--- src/hdl/mfre_pkg.sv ---
// Shared constants and command/status types for the raster engine.
package mfre_pkg;

	localparam int FRAME_WORDS = 1024;
	localparam int ADDR_W      = 10;
	localparam int WORD_W      = 16;
	localparam int COORD_W     = 8;

	localparam logic [2:0] CMD_PIXEL = 3'd0;
	localparam logic [2:0] CMD_LINE  = 3'd1;
	localparam logic [2:0] CMD_RECT  = 3'd2;
	localparam logic [2:0] CMD_READ  = 3'd3;
	localparam logic [2:0] CMD_CLEAR = 3'd4;

	// Controller to datapath commands.
	typedef struct packed {
		logic load;       // capture the command fields
		logic line_init;  // set up Bresenham registers
		logic line_step;  // advance one pixel along the line
		logic rect_init;  // set up rectangle walk
		logic rect_step;  // advance one word in the rectangle
		logic clr_step;   // advance clear pointer
		logic rd_issue;   // drive read of current target
		logic wr_en;      // write merged word back
		logic src_pixel;  // target is the current pixel (else rect word)
		logic src_read;   // target is word_index
		logic src_clear;  // target is clear pointer
		logic res_load;   // latch read data as result
		logic res_zero;   // result is zero
	} mfre_cmd_t;

	// Datapath to controller status.
	typedef struct packed {
		logic [2:0] command;
		logic       line_last;
		logic       rect_empty;
		logic       rect_last;
		logic       clr_last;
	} mfre_stat_t;

endpackage

--- src/hdl/mfre_ctrl.sv ---
// Controller state machine sequencing each command.
module mfre_ctrl
	import mfre_pkg::*;
(
	input  logic       clk,
	input  logic       arst_n,
	input  logic       start,
	input  mfre_stat_t stat,
	output logic       busy,
	output logic       done,
	output mfre_cmd_t  cmd
);

	localparam logic [3:0] S_INIT  = 4'd0;
	localparam logic [3:0] S_IDLE  = 4'd1;
	localparam logic [3:0] S_DEC   = 4'd2;
	localparam logic [3:0] S_ADDR  = 4'd3;
	localparam logic [3:0] S_RD    = 4'd4;
	localparam logic [3:0] S_WR    = 4'd5;
	localparam logic [3:0] S_RRD   = 4'd6;
	localparam logic [3:0] S_RWAIT = 4'd7;
	localparam logic [3:0] S_RES   = 4'd8;
	localparam logic [3:0] S_CLR   = 4'd9;
	localparam logic [3:0] S_DONE  = 4'd10;

	logic [3:0] state_q, state_d;

	assign busy = state_q != S_IDLE;
	assign done = state_q == S_DONE;

	// Next state and datapath commands
	always_comb begin
		state_d = state_q;
		cmd     = '0;
		unique case (state_q)
			S_INIT: begin
				cmd.src_clear = 1'b1; cmd.rd_issue = 1'b1;
				cmd.wr_en = 1'b1; cmd.clr_step = 1'b1;
				if (stat.clr_last) state_d = S_IDLE;
			end
			S_IDLE: begin
				if (start) begin
					cmd.load = 1'b1;
					state_d  = S_DEC;
				end
			end
			S_DEC: begin
				// zero the result here; a read overwrites it later
				cmd.line_init = 1'b1;
				cmd.rect_init = 1'b1;
				cmd.res_zero  = 1'b1;
				unique case (stat.command) inside
					CMD_PIXEL, CMD_LINE, CMD_READ: state_d = S_ADDR;
					CMD_RECT:  state_d = S_RRD;
					CMD_CLEAR: state_d = S_CLR;
					default:   state_d = S_DONE;
				endcase
			end
			S_ADDR: begin
				cmd.rd_issue  = 1'b1;
				cmd.src_pixel = stat.command != CMD_READ;
				cmd.src_read  = stat.command == CMD_READ;
				state_d = S_RD;
			end
			S_RD: begin
				// registered read in flight
				state_d = (stat.command == CMD_READ) ? S_RES : S_WR;
			end
			S_WR: begin
				cmd.wr_en = 1'b1;
				if (stat.command == CMD_LINE) begin
					cmd.line_step = 1'b1;
					state_d = stat.line_last ? S_DONE : S_ADDR;
				end else if (stat.command == CMD_RECT) begin
					cmd.rect_step = 1'b1;
					state_d = stat.rect_last ? S_DONE : S_RRD;
				end else begin
					state_d = S_DONE;
				end
			end
			S_RRD: begin
				if (stat.rect_empty) begin
					state_d = S_DONE;
				end else begin
					cmd.rd_issue = 1'b1;
					state_d = S_RWAIT;
				end
			end
			S_RWAIT: state_d = S_WR;
			S_RES: begin
				cmd.res_load = 1'b1;
				state_d = S_DONE;
			end
			S_CLR: begin
				cmd.src_clear = 1'b1; cmd.rd_issue = 1'b1;
				cmd.wr_en = 1'b1; cmd.clr_step = 1'b1;
				if (stat.clr_last) state_d = S_DONE;
			end
			S_DONE: begin
				state_d = S_IDLE;
			end
			default: state_d = S_IDLE;
		endcase
	end

	// Hold state
	always_ff @(posedge clk or negedge arst_n) begin
		if (!arst_n) begin
			state_q <= S_INIT;
		end else begin
			state_q <= state_d;
		end
	end

endmodule

--- config.mk ---
export PLATFORM = sky130hd
export DESIGN_NAME = mfre_ctrl
export DESIGN_NICKNAME = d
export VERILOG_FILES = /design/src/hdl/mfre_pkg.sv /design/src/hdl/mfre_ctrl.sv
export SDC_FILE = /design/constraint.sdc
export NUM_CORES = 1
export LEC_CHECK = 0
export BUFFER_PORTS_ARGS = -buffer_cell sky130_fd_sc_hd__buf_2
export CAP_MARGIN = 5
export CORE_AREA = 2 2 39 41
export CTS_CLUSTER_DIAMETER = 30
export DETAILED_ROUTE_END_ITERATION = 12
export DIE_AREA = 0 0 41 43
export PLACE_DENSITY_LB_ADDON = 0.25
export SETUP_SLACK_MARGIN = 0.15
export SKIP_LAST_GASP = 1
export SYNTH_ARGS = -nofsm -noshare
export SYNTH_HDL_FRONTEND = slang
export SYNTH_SLANG_ARGS = --single-unit
--- constraint.sdc ---
create_clock -name clk -period 1.65 [get_ports clk]
set_input_delay 0.2475 -clock clk [delete_from_list [all_inputs] [get_ports clk]]
set_output_delay 0.2475 -clock clk [all_outputs]
set_load 0.01 [all_outputs]
=== Word level (Yosys, flattened, before mapping) ===
Index checks and enable logic that the tools add are counted.

* Output and inout bits: 15
* Logic and storage cells: 52
* Input bits: 10
* Bits in registers: 4

* Multiplexer cells: 25
* Reductions and logical operators: 7
* Equality and inequality tests: 19

{| class="wikitable"
|+ Operators with widths
! cell !! count
|-
| $pmux W4 S10 || 1
|-
| $mux W4 || 9
|-
| $eq A4 B3 Y1 const B || 4
|-
| $eq A4 B4 Y1 const B || 3
|-
| $mux W1 || 12
|-
| $pmux W4 S3 || 1
|-
| $reduce_or A3 Y1 || 3
|-
| $eq A4 B2 Y1 const B || 2
|-
| $eq A3 B2 Y1 const B || 2
|-
| $ne A2 B2 Y1 const B || 3
|-
| $eq A4 B1 Y1 const B || 1
|-
| $logic_not A4 Y1 || 1
|-
| $ne A4 B1 Y1 const B || 1
|-
| $eq A3 B1 Y1 const B || 1
|-
| $eq A3 B3 Y1 const B || 1
|-
| $logic_not A3 Y1 || 1
|-
| $ne A3 B2 Y1 const B || 1
|-
| $reduce_and A3 Y1 || 1
|-
| $mux W2 || 1
|-
| $pmux W1 S2 || 1
|-
| $reduce_or A2 Y1 || 1
|}

=== Longest topological paths before layout ===
Gate-level depths: netlist of the first run.

* Depth after elaboration: 4
* Mapped depth: 5
* Depth with buffers taken out: 4

=== Worst setup path after synthesis of the first run ===
OpenSTA, ideal clock, no wires.

* Kind: register to output
* Start: register state_q[1]
* End: output cmd[10] (netlist bit)
* Arrival time: 1.243 ns
* Cell stages (with the launch flop): 5
* Slack: 0.160 ns
* Buffers on the path: 1
* Required time: 1.402 ns
* Path through: dfrtp_1 buf_6 nor2b_1 nand2_1 nor3_1

{| class="wikitable"
|+ RTL lines
! what !! RTL line !! text
|-
| from (decl) || mfre_ctrl.sv:26 || <nowiki>logic [3:0] state_q, state_d;</nowiki>
|-
| from (signal assigned) || mfre_ctrl.sv:111 || <nowiki>state_q <= state_d;</nowiki>
|-
| to (decl) || mfre_ctrl.sv:11 || <nowiki>output mfre_cmd_t cmd</nowiki>
|}

==> results.py, run 1 <==
metrics = {
    "status": {
        "outcome": "complete, but fails checks",
        "violations": "setup timing",
    },
    "sta": {
        "tightest_slew_ns": 0.318,
        "max_freq_mhz": 601,
        "finalWorstSetupSlack_ns": -0.0150,
        "slew_viol_final": 0,
        "post-route-period-util": 1.01,
        "whs_ns": 0.316,
        "hold_viol": 0,
        "rsz0062_at_grt": "yes",
        "finalCriticalPeriod_ns": 1.66,
        "setup_viol": 2,
        "worst_clock_skew_ns": 0.00140,
        "slew_headroom": 0.785,
    },
    "worst_setup_path": {
        "path_depth": 5,
        "slowest_stage": "dfrtp_2",
        "cp_max_fo": 6,
        "r2r_cells": 5,
        "path_buf_inv": 3,
        "cp-start-kind": "flop",
        "cp.required_ns": 1.40,
        "crit_chain": "buf_6, xor2_1, nor3_4, buf_4, buf_2",
        "crit_arrival_ns": 1.42,
        "endpoint_kind": "primary output",
        "criticalPathCategory": "flop to primary output",
        "critPathTopFamily": "flip-flops",
        "max_stage_delay_ns": 0.42,
    },
    "layout": {
        "multi_input_area_um2": 405,
        "seqCellArea_um2": 105,
        "fin_cells": 125,
        "final_util": 0.627,
        "largest_reg_flops": 4,
        "largest-register": "state_q",
        "drive_gt1_frac": 0.606,
        "reg.largest.list": "state_q x4",
        "fin_nets": 121,
        "nFillCells": 122,
        "diodes": 0,
        "area_growth_pct": 72.2,
    },
    "placement": {
        "place_congestion": 0.908,
        "port_buffers": 24,
        "dp_cells": 106,
        "post-dp-hpwl_mm": 1.02,
        "dp_worst_setup_slack_ns": 0.121,
    },
    "synth": {
        "syn_avg_cell_area_um2": 7.42,
        "ys_async_sr_fraction": 1.00,
        "yosysTopAreaCell": "dfrtp_1",
        "synth.yosys.seq_area_share": 0.199,
        "synth_seq_cells": 4,
        "synth_cells": 68,
        "synth_area_leaders": "dfrtp_1, nand2b_1, nor2b_1, buf_4, nor2_1",
        "ys_warn_count": 0,
        "synth_flop_cell": "dfrtp_1",
        "synthMostInstantiatedCell": "nor2_1",
        "syn_area_um2": 504,
        "synth_common_cells": "nor2_1, nand2b_1, nor2b_1, nor3_1",
        "synth_fp_nets": 78,
        "yosys.cell_types.count": 30,
        "synth_edf_count": 0,
        "yosysTopAreaCellShare": 0.199,
    },
    "route": {
        "drtIter0Drc": 30,
        "via_count": 640,
        "via_per_inst": 5.12,
        "drt_drc_violations_left": 0,
        "drt_wl_total_mm": 1.64,
        "routedWlPerCell_um": 13.1,
        "ant_nets": 0,
        "drt-pass1-iter-count": 4,
    },
    "clocking": {
        "clkLatencyLatePin_ns": 0.23,
        "cts_root_buf": "clkbuf_4",
        "cts_tree": "built",
        "path_clk_slew_ns": 0.04,
        "cts.path.max_buffers": 2,
        "htreeDepth": 1,
        "clock_sinks": 4,
        "cts_buffers": 3,
    },
    "grt": {
        "grt_pass1_vias": 525,
        "grt_pass1_wl_mm": 2.28,
        "grtUsageTotal": 0.188,
        "antenna_found_initial": 0,
        "globalRouteOverflowTotal": 0,
        "grt_max_degree": 10,
    },
    "floorplanning": {
        "fp-row-count": 14,
        "io_pins": 25,
        "die_area_um2": 1760,
        "core_area_um2": 1380,
        "start_util": 0.364,
        "die_x_um": 41,
        "die_h_um": 43,
    },
    "pwr": {
        "p_total_uw": 1830,
        "vdd_drop_max_mv": 0.910,
        "leakagePower_uw": 0.000417,
        "power_density_nw_per_um2": 2110,
    },
    "min_path": {
        "min_path_cells": 3,
        "holdCritPathClass": "input pin to flop",
    },
    "run": {
        "cap_violations": 0,
    },
}
-- final timing paths --
kind / from / endpoint / slack (ns)
max reg2reg: state_q[0] / state_q[0] / 0.20
min: stat[1] / state_q[2] / 0.32
min in group asynchronous: arst_n / state_q[0] / 0.35
max in group asynchronous: arst_n / state_q[1] / 1.17
min reg2reg: state_q[3] / state_q[2] / 0.70
max: state_q[0] / cmd[7] / -0.01
-- where the power goes --
part | switching, uW | internal, uW | leakage (uW)
clock network | 37.0 | 81.2 | 0.0000138
registers | 87.1 | 156 | 0.0000457
logic | 680 | 791 | 0.000358
-- repair_timing --
action,4_1_cts,5_1_grt
endpoints found under the hold margin,4,0
gates resized for setup,13,17
hold buffers,1,0
setup buffers,6,9
endpoints found under the setup margin,13,14
pin swaps,2,6
-- kinds of logic after synthesis --
family | synth area share
multiplexers | 0.0223
flip-flops | 0.199
AND/OR/NAND/NOR | 0.380
XOR/XNOR | 0.0174
buffers and inverters | 0.159
AO/OA/AOI/OAI | 0.223
-- placed cells by master, fill, tap and decap left out, types with 2 or more instances in the layout --
cell,instances
nor2b_4,2
nor2_1,6
nor3_2,3
buf_4,17
nor3b_1,2
buf_2,22
clkbuf_4,3
a21oi_1,2
dfrtp_2,4
a31oi_1,3
nand2b_1,4
nand2_1,2
buf_6,5
o21ai_1,2
o21ai_0,3
nor2b_1,2
inv_1,3
-- metrics by stage --
step                      instance area (um2)  TNS (ns)
after floorplan                           504         0
after global placement                    613         0
after detailed placement                  613         0
after CTS                                 733         0
after global routing                      868    -0.347
final                                     868   -0.0151
-- worst reg2reg max path, stage by stage (launching register included) --
cell and delay, ns:
dfrtp_2 0.42, buf_6 0.14, nand2b_1 0.20, nor3_2 0.22, o21ai_0 0.13, a31oi_1 0.24
-- final cells by class --
class,count,area share
sequential,4,0.121
timing repair buffer,45,0.350
tap,16,0.0231
clock buffer,3,0.0259
multi-input combinational,54,0.467
inverter,3,0.0130
-- routing by layer --
metal / global-route usage / up-vias / wire length (um)
met5: 0 / - / 0
met4: 0.0400 / 0 / 0
met3: 0.0471 / 0 / 74
met2: 0.269 / 18 / 826
met1: 0.278 / 295 / 742
li1: - / 327 / -
Note: power is estimated with default switching activity, not from simulation.
==> run 2, diff against run 1 <==
- MAX_ROUTING_LAYER: default -> met4
- PLACE_DENSITY: default -> 0.76
- PLACE_DENSITY_LB_ADDON: 0.25 -> default
==> results.py, run 2 (synthesis gave the netlist of run 1 again) <==
metrics = {
    "grt": {
        "antenna_found_initial": 0,
        "grt_pass1_vias": 551,
        "globalRouteOverflowTotal": 0,
        "grt_max_degree": 9,
        "grtUsageTotal": 0.204,
        "grt_pass1_wl_mm": 2.35,
    },
    "clocking": {
        "cts_tree": "built",
        "clkLatencyLatePin_ns": 0.24,
        "cts_root_buf": "clkbuf_4",
        "path_clk_slew_ns": 0.04,
        "cts_buffers": 3,
        "htreeDepth": 1,
        "clock_sinks": 4,
        "cts.path.max_buffers": 2,
    },
    "floorplanning": {
        "die_x_um": 41,
        "die_area_um2": 1760,
        "die_h_um": 43,
        "fp-row-count": 14,
        "start_util": 0.364,
        "io_pins": 25,
        "core_area_um2": 1380,
    },
    "layout": {
        "diodes": 0,
        "nFillCells": 139,
        "final_util": 0.555,
        "largest_reg_flops": 4,
        "fin_nets": 114,
        "largest-register": "state_q",
        "drive_gt1_frac": 0.510,
        "final_common_cell": "buf_2",
        "area_growth_pct": 52.4,
        "reg.largest.list": "state_q x4",
        "multi_input_area_um2": 375,
        "seqCellArea_um2": 104,
        "layout_common_cells": "buf_2, buf_4, nor2_1",
        "fin_cells": 118,
    },
    "route": {
        "ant_nets": 0,
        "via_per_inst": 5.43,
        "routedWlPerCell_um": 13.2,
        "drtIter0Drc": 13,
        "drt-pass1-iter-count": 4,
        "drt_drc_violations_left": 0,
        "drt_wl_total_mm": 1.56,
        "via_count": 641,
    },
    "worst_setup_path": {
        "r2r_start": "state_q[1]",
        "cp-start-kind": "flop",
        "criticalPathCategory": "flop to primary output",
        "cp-startpoint": "state_q[1]",
        "cp.required_ns": 1.40,
        "cp_max_fo": 7,
        "r2r_cells": 4,
        "endpoint_kind": "primary output",
        "crit_arrival_ns": 1.38,
    },
    "pwr": {
        "leakagePower_uw": 0.000367,
        "power_density_nw_per_um2": 1990,
        "vdd_drop_max_mv": 0.563,
        "p_total_uw": 1530,
    },
    "placement": {
        "dp_worst_setup_slack_ns": 0.157,
        "dp_cells": 104,
        "port_buffers": 24,
        "post-dp-hpwl_um": 941,
        "place_congestion": 0.892,
    },
    "sta": {
        "worst_clock_skew_ns": 0.00497,
        "setup_viol": 0,
        "slew_viol_final": 0,
        "slew_headroom": 0.797,
        "finalWorstSetupSlack_ns": 0.0178,
        "hold_viol": 0,
        "tightest_slew_ns": 0.300,
        "post-route-period-util": 0.989,
        "max_freq_mhz": 613,
        "finalCriticalPeriod_ns": 1.63,
        "rsz0062_at_grt": "yes",
    },
    "min_path": {
        "holdCritStartpoint": "stat[1]",
        "min_path_cells": 3,
        "holdCritPathClass": "input pin to flop",
    },
    "run": {
        "cap_violations": 0,
    },
    "status": {
        "outcome": "completed",
    },
}
## run 2: cell count changes in the layout (fill, tap and decap cells not counted), sizes merged
cell and change:
buf -7
## run 2: power by group
group	switching, uW	internal [uW]
Sequential	89.7	153
Combinational	590	569
Clock	45.2	81.7
Total	725	804
## run 2: per-stage QoR
stage	instance area (um2)	hold slack, ns	setup TNS (ns)
6_report	768	0.291	0
2_1_floorplan	504	-0.0481	0
3_3_place_gp	598	0.0519	0
3_5_place_dp	598	0.0528	0
4_1_cts	747	0.289	0
5_1_grt	768	0.317	-0.205
## run 2: cell type report
class	count	area share
inverters	3	0.0147
repair buffers	38	0.306
well taps	16	0.0261
clock buffers	3	0.0293
flip-flops and latches	4	0.135
multi-input cells	54	0.489
## run 2: critical path, cell delays in order, from the launching register on
cell,delay [ns]
dfrtp_2,0.46
nor2b_4,0.16
nor3_2,0.15
a31oi_1,0.07
o32ai_1,0.13
buf_2,0.18
## run 2: path summary, 6_finish.rpt
path | slack [ns] | to
max reg2reg | 0.15 | state_q[3]
min in group asynchronous | 0.33 | state_q[1]
min | 0.29 | state_q[2]
max in group asynchronous | 1.19 | state_q[3]
min reg2reg | 0.67 | state_q[2]
max | 0.02 | cmd[6]
## run 2: routing by layer
| metal | up-vias | global-route usage | wire length (um) |
|---|---|---|---|
| met1 | 295 | 0.219 | 593 |
| met5 | - | - | 0 |
| li1 | 309 | - | - |
| met2 | 31 | 0.300 | 777 |
| met4 | 0 | 0.153 | 67 |
| met3 | 6 | 0.0576 | 118 |
## run 2: timing repair
item / 4_1_cts / 5_1_grt
hold endpoints to repair: 4 / 0
buffers inserted: 9 / 1
pin swaps: 3 / 4
hold buffers: 1 / 0
gates resized for setup: 14 / 2
setup endpoints to repair: 15 / 16
==> run 3, diff against run 2 <==
- CAP_MARGIN: 5 -> 20
- CTS_CLUSTER_SIZE: default -> 14
- PLACE_DENSITY: 0.76 -> 0.79
- clock period: 1.65 -> 1.4 ns (I/O delays scaled with it)
==> results.py, run 3 (synthesis gave the netlist of run 1 again) <==
metrics = {
    "status": {
        "outcome": "complete, but fails checks",
        "violations": "setup timing",
    },
    "layout": {
        "largest-register": "state_q",
        "drive_gt1_frac": 0.607,
        "diodes": 0,
        "final_common_cell": "buf_2",
        "multi_input_area_um2": 418,
        "seqCellArea_um2": 105,
        "fin_cells": 128,
        "area_growth_pct": 81.6,
        "largest_reg_flops": 4,
        "nFillCells": 107,
        "fin_nets": 124,
        "layout_common_cells": "buf_2, buf_4, buf_6",
        "reg.largest.list": "state_q x4",
    },
    "route": {
        "drt_wl_total_mm": 1.93,
        "drt-pass1-iter-count": 4,
        "via_count": 707,
        "ant_nets": 0,
        "via_per_inst": 5.52,
        "drtIter0Drc": 10,
        "routedWlPerCell_um": 15.0,
        "drt_drc_violations_left": 0,
    },
    "sta": {
        "slew_headroom": 0.797,
        "finalCriticalPeriod_ns": 1.61,
        "whs_ns": 0.258,
        "hold_viol": 0,
        "tightest_slew_ns": 0.301,
        "rsz0062_at_grt": "yes",
        "max_freq_mhz": 622,
        "tns_ns": -1.83,
        "worst_clock_skew_ns": 0.00723,
        "setup_viol": 17,
        "post-route-period-util": 1.15,
        "slew_viol_final": 0,
        "finalWorstSetupSlack_ns": -0.207,
    },
    "clocking": {
        "cts_root_buf": "clkbuf_4",
        "htreeDepth": 1,
        "clock_sinks": 4,
        "clkLatencyLatePin_ns": 0.25,
        "cts_tree": "built",
        "cts_buffers": 3,
        "path_clk_slew_ns": 0.04,
        "cts.path.max_buffers": 2,
    },
    "placement": {
        "post-dp-hpwl_mm": 1.08,
        "dp_cells": 111,
        "place_congestion": 0.878,
        "port_buffers": 24,
    },
    "floorplanning": {
        "core_area_um2": 1380,
        "die_h_um": 43,
        "fp-row-count": 14,
        "start_util": 0.364,
        "io_pins": 25,
        "die_area_um2": 1760,
        "die_x_um": 41,
    },
    "worst_setup_path": {
        "cp.required_ns": 1.19,
        "cp-start-kind": "flop",
        "max_stage_delay_ns": 0.44,
        "crit_chain": "buf_6, buf_6, nor3_4, nand2b_4, buf_6",
        "critPathTopFamily": "flip-flops",
        "cp_max_fo": 5,
        "crit_arrival_ns": 1.40,
        "slowest_stage": "dfrtp_2",
        "endpoint_kind": "primary output",
        "path_buf_inv": 3,
        "criticalPathCategory": "flop to primary output",
        "worst_path_most_repeated_cell": "buf_6",
    },
    "grt": {
        "grt_pass1_vias": 555,
        "antenna_found_initial": 0,
        "grt_pass1_wl_mm": 2.42,
        "grt_max_degree": 9,
        "grtUsageTotal": 0.212,
        "globalRouteOverflowTotal": 0,
    },
    "pwr": {
        "vdd_drop_max_mv": 0.992,
        "power_density_nw_per_um2": 2410,
        "leakagePower_uw": 0.000448,
        "p_total_uw": 2200,
    },
    "min_path": {
        "holdCritPathClass": "input pin to flop",
    },
    "run": {
        "cap_violations": 0,
    },
}
==> run 3: changes by cell type in the layout (fill, tap and decap cells not counted), moves of 2 or more <==
cell / before / now
nand2b_1: 5 / 3
buf_6: 2 / 9
nor3_1: 2 / 0
buf_4: 11 / 15
nand2b_4: 0 / 2
==> run 3: cell type report <==
cell class                 count  area share
clock buffer                   3      0.0246
inverter                       3      0.0123
multi-input combinational     54       0.456
sequential                     4       0.115
tap                           16      0.0219
timing repair buffer          48       0.370
==> run 3: final timing paths <==
path	end	start	cells past startpoint	slack [ns]
setup / recovery	cmd[5]	state_q[1]	5	-0.21
hold / removal	state_q[2]	stat[1]	3	0.26
setup reg to reg	state_q[3]	state_q[1]	5	-0.03
hold reg to reg	state_q[2]	state_q[0]	4	0.78
max in group asynchronous	state_q[2]	arst_n	2	0.97
min in group asynchronous	state_q[0]	arst_n	2	0.30
==> run 3: stage by stage <==
| step | worst slack [ns] | cell area [um2] | utilization |
|---|---|---|---|
| floorplan | 0.0862 | 522 | - |
| CTS | -0.200 | 840 | 0.607 |
| finish | -0.207 | 916 | 0.662 |
| detailed placement | 0.0357 | 668 | 0.483 |
| global placement | 0.0204 | 668 | 0.483 |
| global route | -0.248 | 916 | 0.662 |
==> run 3: tightest hold or removal path: stages <==
cell and delay [ns]:
buf_2 0.08, or3_1 0.09, a31oi_1 0.08
==> run 3: layer usage <==
layer	track usage	up-vias	routed length, um
met4	0.140	0	49
li1	-	334	-
met1	0.252	339	758
met5	-	-	0
met3	0.0314	5	103
met2	0.316	29	1010
==> run 3: report_power, final <==
group / internal (uW) / switching, uW / leakage (uW)
Sequential: 183 / 113 / 0.0000457
Clock: 96.7 / 60.0 / 0.0000138
Combinational: 927 / 824 / 0.000389
==> run 3: timing repair <==
item	in CTS	in global routing
pin swaps	3	8
setup endpoints to repair	19	19
gates resized for setup	16	12
hold endpoints to repair	4	0
hold buffers	1	0
buffers inserted	10	3
cloned	0	0
